===== config.mk =====
export PLATFORM = sky130hd
export DESIGN_NAME = tlb_page_table_cache_lookup_core
export DESIGN_NICKNAME = d
export VERILOG_FILES = /design/src/rtl/tlbpc_pkg.sv /design/src/rtl/tlbpc_ram.sv /design/src/rtl/tlb_page_table_cache_lookup_core.sv
export VERILOG_INCLUDE_DIRS = /design/src /design/src/rtl
export SDC_FILE = /design/constraint.sdc
export NUM_CORES = 2
export LEC_CHECK = 0
export BUFFER_PORTS_ARGS = -buffer_cell sky130_fd_sc_hd__buf_2
export CELL_PAD_IN_SITES_DETAIL_PLACEMENT = 0
export CELL_PAD_IN_SITES_GLOBAL_PLACEMENT = 1
export CORE_MARGIN = 5
export CORE_UTILIZATION = 57
export CTS_CLUSTER_DIAMETER = 120
export DETAILED_ROUTE_END_ITERATION = 6
export GPL_TIMING_DRIVEN = 0
export PLACE_DENSITY_LB_ADDON = 0.1
export SETUP_SLACK_MARGIN = 0.1
export SYNTH_ARGS = -nofsm -noshare
export SYNTH_HDL_FRONTEND = slang
export SYNTH_SLANG_ARGS = --single-unit

===== constraint.sdc =====
create_clock -name i_clk -period 10.7 [get_ports i_clk]
set_clock_uncertainty 0.05 [all_clocks]
set_input_delay 1.605 -clock i_clk [delete_from_list [all_inputs] [get_ports i_clk]]
set_output_delay 1.605 -clock i_clk [all_outputs]
set_load 0.05 [all_outputs]

===== src/rtl/assert_macros.svh =====
// ---------------------------------------------------------------------------
// Assertion macros
// Shared concurrent assertion wrappers for the RTL. Defining NO_ASSERTIONS
// removes every check.
// ---------------------------------------------------------------------------
`ifndef ASSERT_MACROS_SVH
`define ASSERT_MACROS_SVH

`ifndef NO_ASSERTIONS

// Checks an expression at every clock edge outside reset.
`define TLBPC_ASSERT(lbl, clk, rst_n, prop) \
    lbl: assert property (@(posedge clk) disable iff (!rst_n) (prop)) \
        else $error("assertion failed");

// Checks that a condition is followed by a consequence in the next cycle.
`define TLBPC_ASSERT_NEXT(lbl, clk, rst_n, ante, cons) \
    lbl: assert property (@(posedge clk) disable iff (!rst_n) (ante) |=> (cons)) \
        else $error("assertion failed");

`else

`define TLBPC_ASSERT(lbl, clk, rst_n, prop)
`define TLBPC_ASSERT_NEXT(lbl, clk, rst_n, ante, cons)

`endif

`endif


===== src/rtl/tlbpc_pkg.sv =====
// ---------------------------------------------------------------------------
// TLB / page table / cache lookup package
// Sizes, command codes and status codes shared by the lookup core.
// ---------------------------------------------------------------------------
`default_nettype none

package tlbpc_pkg;

    localparam int TABLE_DEPTH = 16;
    localparam int PAGE_BITS   = 14;
    localparam int LINE_W      = 32;
    localparam int VA_W        = 16;
    localparam int OFF_W       = 2;
    localparam int BYTE_W      = 8;

    localparam int IDX_W  = (TABLE_DEPTH > 1) ? $clog2(TABLE_DEPTH) : 1;
    localparam int CNT_W  = $clog2(TABLE_DEPTH + 1);
    localparam int PAIR_W = 2 * PAGE_BITS;
    localparam int CL_W   = PAGE_BITS + LINE_W;

    // The TLB and the page table share one memory, one half each.
    localparam int PAIR_AW    = IDX_W + 1;
    localparam int PAIR_DEPTH = 2 ** PAIR_AW;

    typedef logic [1:0] t_cmd;
    typedef logic [1:0] t_status;

    localparam t_cmd CMD_LOAD_TLB  = 2'd0;
    localparam t_cmd CMD_LOAD_PAGE = 2'd1;
    localparam t_cmd CMD_LOAD_LINE = 2'd2;
    localparam t_cmd CMD_XLATE     = 2'd3;

    localparam t_status ST_LOADED  = 2'd0;
    localparam t_status ST_FULL    = 2'd1;
    localparam t_status ST_FOUND   = 2'd2;
    localparam t_status ST_UNKNOWN = 2'd3;

endpackage

`default_nettype wire


===== src/rtl/tlbpc_ram.sv =====
// ---------------------------------------------------------------------------
// Generic single-port-write RAM
// One write port and one read port; read data is registered.
// ---------------------------------------------------------------------------
`default_nettype none

module tlbpc_ram #(
    parameter int WIDTH = 8,
    parameter int DEPTH = 16,
    localparam int AW   = (DEPTH > 1) ? $clog2(DEPTH) : 1
) (
    input  wire logic             i_clk,
    input  wire logic             i_we,
    input  wire logic [AW-1:0]    i_waddr,
    input  wire logic [WIDTH-1:0] i_wdata,
    input  wire logic [AW-1:0]    i_raddr,
    output logic      [WIDTH-1:0] o_rdata
);

    logic [WIDTH-1:0] r_mem [DEPTH];
    logic [WIDTH-1:0] r_rdata;

    always_ff @(posedge i_clk) begin
        if (i_we) begin
            r_mem[i_waddr] <= i_wdata;
        end
        r_rdata <= r_mem[i_raddr];
    end

    assign o_rdata = r_rdata;

endmodule

`default_nettype wire


===== src/rtl/tlb_page_table_cache_lookup_core.sv =====
// A load's result goes to a pending register, then to the output register
// once that is free. A translate walks the TLB, then the page table only on
// a TLB miss, then the cache lines, one entry a cycle from each table's memory.
// One item is in flight at a time; the next is taken once the result has
// moved to the output register. Reset empties all three tables at once.
// ---------------------------------------------------------------------------
// TLB, page table and cache lookup core
// Three fill-in-order tables held in two synchronous RAMs, searched by a small
// sequencer for address translation and a byte read from the cache.
// ---------------------------------------------------------------------------
`default_nettype none

`include "assert_macros.svh"

module tlb_page_table_cache_lookup_core (
    input  wire logic                               i_clk,
    input  wire logic                               i_rst_n,

    input  wire logic                               i_in_valid,
    output logic                                    o_in_stall,
    input  wire logic [1:0]                         i_command,
    input  wire logic [tlbpc_pkg::PAGE_BITS-1:0]    i_entry_key,
    input  wire logic [tlbpc_pkg::PAGE_BITS-1:0]    i_entry_page,
    input  wire logic [tlbpc_pkg::LINE_W-1:0]       i_line_bytes,
    input  wire logic [tlbpc_pkg::VA_W-1:0]         i_virtual_address,

    output logic                                    o_out_valid,
    input  wire logic                               i_out_stall,
    output logic [1:0]                              o_status,
    output logic [tlbpc_pkg::BYTE_W-1:0]            o_data_byte
);

    localparam logic [2:0] ST_IDLE = 3'd0;
    localparam logic [2:0] ST_TLB  = 3'd1;
    localparam logic [2:0] ST_PT   = 3'd2;
    localparam logic [2:0] ST_LINE = 3'd3;
    localparam logic [2:0] ST_DONE = 3'd4;

    localparam int PB = tlbpc_pkg::PAGE_BITS;
    localparam int CW = tlbpc_pkg::CNT_W;
    localparam int IW = tlbpc_pkg::IDX_W;
    localparam logic [CW-1:0] FULL_CNT = CW'(tlbpc_pkg::TABLE_DEPTH);

    logic [2:0]                      r_state, n_state;
    logic [CW-1:0]                   r_tlb_used, n_tlb_used;
    logic [CW-1:0]                   r_page_used, n_page_used;
    logic [CW-1:0]                   r_line_used, n_line_used;
    logic [CW-1:0]                   r_issue, n_issue;
    logic                            r_chk, n_chk;
    logic [PB-1:0]                   r_key, n_key;
    logic [tlbpc_pkg::OFF_W-1:0]     r_off, n_off;
    tlbpc_pkg::t_status              r_pend_status, n_pend_status;
    logic [tlbpc_pkg::BYTE_W-1:0]    r_pend_data, n_pend_data;
    logic                            r_out_valid, n_out_valid;
    tlbpc_pkg::t_status              r_out_status, n_out_status;
    logic [tlbpc_pkg::BYTE_W-1:0]    r_out_data, n_out_data;

    logic                            in_acc;
    logic                            tlb_full, page_full, line_full;
    logic                            tlb_we, page_we, line_we;
    logic                            pair_we;
    logic [tlbpc_pkg::PAIR_AW-1:0]   pair_waddr, pair_raddr;
    logic [tlbpc_pkg::PAIR_W-1:0]    pair_q;
    logic [tlbpc_pkg::CL_W-1:0]      line_q;
    logic [CW-1:0]                   scan_used;
    logic [PB-1:0]                   scan_tag;
    logic                            hit, all_issued;
    logic [tlbpc_pkg::LINE_W-1:0]    line_word;

    assign o_in_stall = (r_state != ST_IDLE);
    assign in_acc     = i_in_valid && !o_in_stall;

    assign tlb_full  = (r_tlb_used == FULL_CNT);
    assign page_full = (r_page_used == FULL_CNT);
    assign line_full = (r_line_used == FULL_CNT);

    assign tlb_we  = in_acc && (i_command == tlbpc_pkg::CMD_LOAD_TLB) && !tlb_full;
    assign page_we = in_acc && (i_command == tlbpc_pkg::CMD_LOAD_PAGE) && !page_full;
    assign line_we = in_acc && (i_command == tlbpc_pkg::CMD_LOAD_LINE) && !line_full;

    // TLB entries live in the lower half of the pair memory and page table
    // entries in the upper half; a load writes only one of them.
    assign pair_we    = tlb_we || page_we;
    assign pair_waddr = page_we ? {1'b1, r_page_used[IW-1:0]} : {1'b0, r_tlb_used[IW-1:0]};
    assign pair_raddr = {(r_state == ST_PT), r_issue[IW-1:0]};

    // Writes happen only in idle and reads only during a walk, so the
    // one-item-at-a-time sequencing is the interlock between them.
    tlbpc_ram #(.WIDTH(tlbpc_pkg::PAIR_W), .DEPTH(tlbpc_pkg::PAIR_DEPTH)) u_pair_ram (
        .i_clk   (i_clk),
        .i_we    (pair_we),
        .i_waddr (pair_waddr),
        .i_wdata ({i_entry_key, i_entry_page}),
        .i_raddr (pair_raddr),
        .o_rdata (pair_q)
    );

    tlbpc_ram #(.WIDTH(tlbpc_pkg::CL_W), .DEPTH(tlbpc_pkg::TABLE_DEPTH)) u_line_ram (
        .i_clk   (i_clk),
        .i_we    (line_we),
        .i_waddr (r_line_used[IW-1:0]),
        .i_wdata ({i_entry_key, i_line_bytes}),
        .i_raddr (r_issue[IW-1:0]),
        .o_rdata (line_q)
    );

    always_comb begin
        unique case (r_state)
            ST_TLB: begin
                scan_used = r_tlb_used;
                scan_tag  = pair_q[tlbpc_pkg::PAIR_W-1 -: PB];
            end
            ST_PT: begin
                scan_used = r_page_used;
                scan_tag  = pair_q[tlbpc_pkg::PAIR_W-1 -: PB];
            end
            ST_LINE: begin
                scan_used = r_line_used;
                scan_tag  = line_q[tlbpc_pkg::CL_W-1 -: PB];
            end
            default: begin
                scan_used = '0;
                scan_tag  = '0;
            end
        endcase
    end

    // The read data of this cycle belongs to the entry issued last cycle.
    assign hit        = r_chk && (scan_tag == r_key);
    assign all_issued = (r_issue == scan_used);
    assign line_word  = line_q[tlbpc_pkg::LINE_W-1:0];

    always_comb begin
        n_state       = r_state;
        n_tlb_used    = r_tlb_used;
        n_page_used   = r_page_used;
        n_line_used   = r_line_used;
        n_issue       = r_issue;
        n_chk         = r_chk;
        n_key         = r_key;
        n_off         = r_off;
        n_pend_status = r_pend_status;
        n_pend_data   = r_pend_data;
        n_out_valid   = r_out_valid && i_out_stall;
        n_out_status  = r_out_status;
        n_out_data    = r_out_data;

        unique case (r_state)
            ST_IDLE: begin
                if (in_acc) begin
                    n_pend_data = '0;
                    n_issue     = '0;
                    n_chk       = 1'b0;
                    unique case (i_command)
                        tlbpc_pkg::CMD_LOAD_TLB: begin
                            n_pend_status = tlb_full ? tlbpc_pkg::ST_FULL
                                                     : tlbpc_pkg::ST_LOADED;
                            if (!tlb_full) begin
                                n_tlb_used = r_tlb_used + CW'(1);
                            end
                            n_state = ST_DONE;
                        end
                        tlbpc_pkg::CMD_LOAD_PAGE: begin
                            n_pend_status = page_full ? tlbpc_pkg::ST_FULL
                                                      : tlbpc_pkg::ST_LOADED;
                            if (!page_full) begin
                                n_page_used = r_page_used + CW'(1);
                            end
                            n_state = ST_DONE;
                        end
                        tlbpc_pkg::CMD_LOAD_LINE: begin
                            n_pend_status = line_full ? tlbpc_pkg::ST_FULL
                                                      : tlbpc_pkg::ST_LOADED;
                            if (!line_full) begin
                                n_line_used = r_line_used + CW'(1);
                            end
                            n_state = ST_DONE;
                        end
                        tlbpc_pkg::CMD_XLATE: begin
                            n_key   = i_virtual_address[tlbpc_pkg::OFF_W +: PB];
                            n_off   = i_virtual_address[tlbpc_pkg::OFF_W-1:0];
                            n_state = ST_TLB;
                        end
                        default: begin
                            n_state = ST_IDLE;
                        end
                    endcase
                end
            end
            ST_TLB, ST_PT, ST_LINE: begin
                if (hit) begin
                    n_issue = '0;
                    n_chk   = 1'b0;
                    if (r_state == ST_TLB) begin
                        n_key   = pair_q[PB-1:0];
                        n_state = ST_LINE;
                    end else if (r_state == ST_PT) begin
                        n_key   = pair_q[PB-1:0];
                        n_state = ST_LINE;
                    end else begin
                        n_pend_status = tlbpc_pkg::ST_FOUND;
                        n_pend_data   = line_word[{r_off, 3'b000} +: tlbpc_pkg::BYTE_W];
                        n_state       = ST_DONE;
                    end
                end else if (all_issued) begin
                    n_issue = '0;
                    n_chk   = 1'b0;
                    if (r_state == ST_TLB) begin
                        n_state = ST_PT;
                    end else begin
                        n_pend_status = tlbpc_pkg::ST_UNKNOWN;
                        n_pend_data   = '0;
                        n_state       = ST_DONE;
                    end
                end else begin
                    n_issue = r_issue + CW'(1);
                    n_chk   = 1'b1;
                end
            end
            ST_DONE: begin
                if (!r_out_valid || !i_out_stall) begin
                    n_out_valid  = 1'b1;
                    n_out_status = r_pend_status;
                    n_out_data   = r_pend_data;
                    n_state      = ST_IDLE;
                end
            end
            default: begin
                n_state = ST_IDLE;
            end
        endcase
    end

    always_ff @(posedge i_clk) begin
        if (!i_rst_n) begin
            r_state     <= ST_IDLE;
            r_tlb_used  <= '0;
            r_page_used <= '0;
            r_line_used <= '0;
            r_issue     <= '0;
            r_chk       <= 1'b0;
            r_out_valid <= 1'b0;
        end else begin
            r_state     <= n_state;
            r_tlb_used  <= n_tlb_used;
            r_page_used <= n_page_used;
            r_line_used <= n_line_used;
            r_issue     <= n_issue;
            r_chk       <= n_chk;
            r_out_valid <= n_out_valid;
        end
    end

    always_ff @(posedge i_clk) begin
        r_key         <= n_key;
        r_off         <= n_off;
        r_pend_status <= n_pend_status;
        r_pend_data   <= n_pend_data;
        r_out_status  <= n_out_status;
        r_out_data    <= n_out_data;
    end

    assign o_out_valid = r_out_valid;
    assign o_status    = r_out_status;
    assign o_data_byte = r_out_data;

    `TLBPC_ASSERT(a_counts_bounded, i_clk, i_rst_n, (r_tlb_used <= FULL_CNT) && (r_page_used <= FULL_CNT) && (r_line_used <= FULL_CNT))
    `TLBPC_ASSERT(a_issue_in_range, i_clk, i_rst_n, (r_issue <= scan_used) || (r_state == ST_IDLE) || (r_state == ST_DONE))
    `TLBPC_ASSERT_NEXT(a_full_load_keeps_count, i_clk, i_rst_n, in_acc && (i_command == tlbpc_pkg::CMD_LOAD_TLB) && tlb_full, $stable(r_tlb_used) && (r_pend_status == tlbpc_pkg::ST_FULL))
    `TLBPC_ASSERT_NEXT(a_accept_leaves_idle, i_clk, i_rst_n, in_acc, r_state != ST_IDLE)

endmodule

`default_nettype wire

==> impl_metrics.json <==
{
  "die_area_um2": 124400,
  "hp-class": "flip-flop to flip-flop",
  "portBuffers": 93,
  "crit_start": "r_issue[0]",
  "ys_ff_latch": 1767,
  "via_per_inst": 6.601,
  "core_um2": 116400,
  "synth_area_leaders": "edfxtp_1 (75%), mux4_2 (17%), dfxtp_1 (3.0%)",
  "routabilityCongestion": 0.8883,
  "num_io_pins": 94,
  "cts.repair.resized": 0,
  "synth_edf_count": 1668,
  "crit_arrival_ns": 5.79,
  "final.min_clock_period_ns": 5.226,
  "r2r_start": "r_issue[0]",
  "cts_tree": "yes",
  "grt_usage": 0.2741,
  "leakage_nw": 23.77,
  "crit_path_max_fanout": 10,
  "cts.sink_count": 1767,
  "critPathKind": "flip-flop to flip-flop",
  "clockRootBuffer": "clkbuf_16",
  "grt_max_degree": 49,
  "multi_input_area_um2": 14500,
  "min_from": "r_pend_data[3]",
  "cp-end-kind": "flip-flop",
  "fillers": 7389,
  "seqCellArea_um2": 52070,
  "post-route-util": 0.6628,
  "pre_cts_ws_ns": 5.365,
  "clock_latency_ns": 0.78,
  "avgSynthCellArea_um2": 23.38,
  "pwr-share-seq": 0.542,
  "p_comb_frac": 0.020,
  "ant_nets": 0,
  "cp-start-kind": "flip-flop",
  "fin_cells": 4910,
  "numCtsBuffers": 172,
  "power.density_nw_per_um2": 182.4,
  "grt_pass1_vias": 32990,
  "pwr-share-clk": 0.438,
  "outcome": "finished, violations left",
  "syn-num-nets": 2958,
  "start_util": 0.5752,
  "power.internal_mw": 11.29,
  "synth_top_area_share": 0.7483,
  "antenna_found_initial": 15,
  "reg2reg_setup_slack_ns": 5.47,
  "grt_pass1_wl_mm": 240.7,
  "drt-initial-drc-count": 4819,
  "rr_endpoint": "u_line_ram.o_rdata[29]",
  "critical_path_required_ns": 11.26,
  "post_cts_buffers": 0,
  "crit_chain": "clkbuf_1 > clkbuf_1 > buf_1 > buf_1 > mux4_2 > mux4_2",
  "hold_viol": 0,
  "chipHeight_um": 352.7,
  "dr.pass1.iters": 7,
  "rsz0062_at_grt": "false",
  "htree_levels": 4,
  "tightestPinTransition_ns": 1.397,
  "clk_pin_slew_ns": 0.07,
  "layout.nets": 3330,
  "grt_overflow_total": 0,
  "drive_gt1_frac": 0.3187,
  "clk_path_buf_depth": 3,
  "syn2layout_area_growth_pct": 15.21,
  "slew_headroom": 0.06459,
  "row_count": 125,
  "post-route-drc-count": 4,
  "ys_types": 61,
  "timing.final.ws_setup_ns": 5.474,
  "wl_per_cell_um": 34.45,
  "finalWirelength_mm": 169.2,
  "yosysSeqAreaShare": 0.7779,
  "synth_flop_cell": "edfxtp_1",
  "crit_end": "u_line_ram.o_rdata[29]",
  "setup_viol": 0,
  "netlist_instances": 2863,
  "placed_cells": 4580,
  "yosys-top-cells-count": "edfxtp_1 (1668), mux4_2 (518), dfxtp_1 (99)",
  "swShare": 0.1975,
  "synth.largest_area_cell": "edfxtp_1",
  "hpwl_mm": 108.8,
  "synthesis.area_um2": 66940,
  "ir_drop_mv": 0.1586,
  "slowest_delay_ns": 1.00,
  "vias": 32410,
  "maxCapViolCount": 0,
  "cp_slowest_cell": "buf_1",
  "fmax_mhz": 191.3,
  "yosys_warnings": 0,
  "die_width_um": 352.7,
  "drv_slew": 0,
  "async_flop_share": 0,
  "hold_buffers": 0,
  "synth.most_common_cell": "edfxtp_1",
  "violations": "design-rule violations",
  "fin_crit_sh": 0.4884,
  "reg2regPathDepth": 6,
  "switchingPower_mw": 2.779
}
[registers in the layout (all words and copies together) (netlist names), 8 cells and up]
name / count
u_line_ram.r_mem: 736
r_pend_data: 8
r_key: 14
u_pair_ram.r_mem: 896
o_data_byte: 8
u_pair_ram.o_rdata: 28
u_line_ram.o_rdata: 46
[stage by stage]
stage          instance area (um2)  hold WS, ns  power [mW]  TNS [ns]
6_report                     77120       0.3737       14.07         0
5_1_grt                      77110       0.3784       14.47         0
4_1_cts                      77020       0.3748       14.15         0
3_5_place_dp                 71220       0.3611       8.050         0
3_3_place_gp                 69310       0.3670       8.026   -147.30
2_1_floorplan                66940       0.3503       7.875         0
[power groups by stage]
stage	logic (mW)	registers, mW	clock network [mW]
3_5_place_dp	0.276	7.77	0
6_report	0.278	7.63	6.16
2_1_floorplan	0.104	7.77	0
4_1_cts	0.276	7.63	6.25
5_1_grt	0.297	7.63	6.54
3_3_place_gp	0.249	7.78	0
[placed cells by master, fill, tap and decap left out, drive strengths merged, types with 7 or more instances in the layout]
cell type	n
inv	34
clkbuf	335
xnor2	7
clkinv	58
clkinvlp	7
xor2	8
nor2	63
ha	13
bufinv	19
edfxtp	1668
dfxtp	99
buf	245
nand2	81
and2	12
mux4	518
o22ai	7
mux2	32
nor2b	9
o21ai	20
nor3	21
a21oi	17
nand3	18
o21a	7
and3	8
a22oi	11
[critical path, delay by kind of cell (launching register included)]
family                 cells  cell delay (ns)
DFF                        1             0.33
muxes                      2             1.21
buffers and inverters      4             3.44
[area by class of cell]
class | instances | area share
buffer | 149 | 0.007836
multi-input combinational | 917 | 0.1880
inverter | 30 | 0.001460
clock buffer | 233 | 0.06196
sequential | 1767 | 0.6752
tap | 1524 | 0.02473
antenna | 4 | 0.0001298
clock inverter | 88 | 0.01329
timing repair buffer | 198 | 0.02742
[per-layer routing]
layer | up-vias | wire, um | GRT usage
li1 | 12920 | - | -
met1 | 17490 | 69820 | 0.4198
met2 | 1785 | 79010 | 0.4159
met3 | 213 | 17520 | 0.06557
met4 | 4 | 2802 | 0.05383
met5 | - | 21 | 0
[logic make-up after synthesis]
family | count (synthesis) | synth area share
fa+ha+maj | 13 | 0.002430
flops | 1767 | 0.7779
buf+inv | 179 | 0.01060
xor+xnor | 15 | 0.002075
simple gates | 243 | 0.01722
mux | 555 | 0.1804
compound gates | 91 | 0.009365
[worst min-delay path by stage]
stage / cells after the start / to / slack [ns]
5_1_grt: 0 / o_data_byte[3] / 0.38
2_1_floorplan: 0 / o_data_byte[0] / 0.35
3_3_place_gp: 0 / o_data_byte[6] / 0.37
3_5_place_dp: 0 / o_data_byte[3] / 0.36
4_1_cts: 0 / o_data_byte[3] / 0.37
6_report: 0 / o_data_byte[3] / 0.37
(Power assumes the default switching activity.)
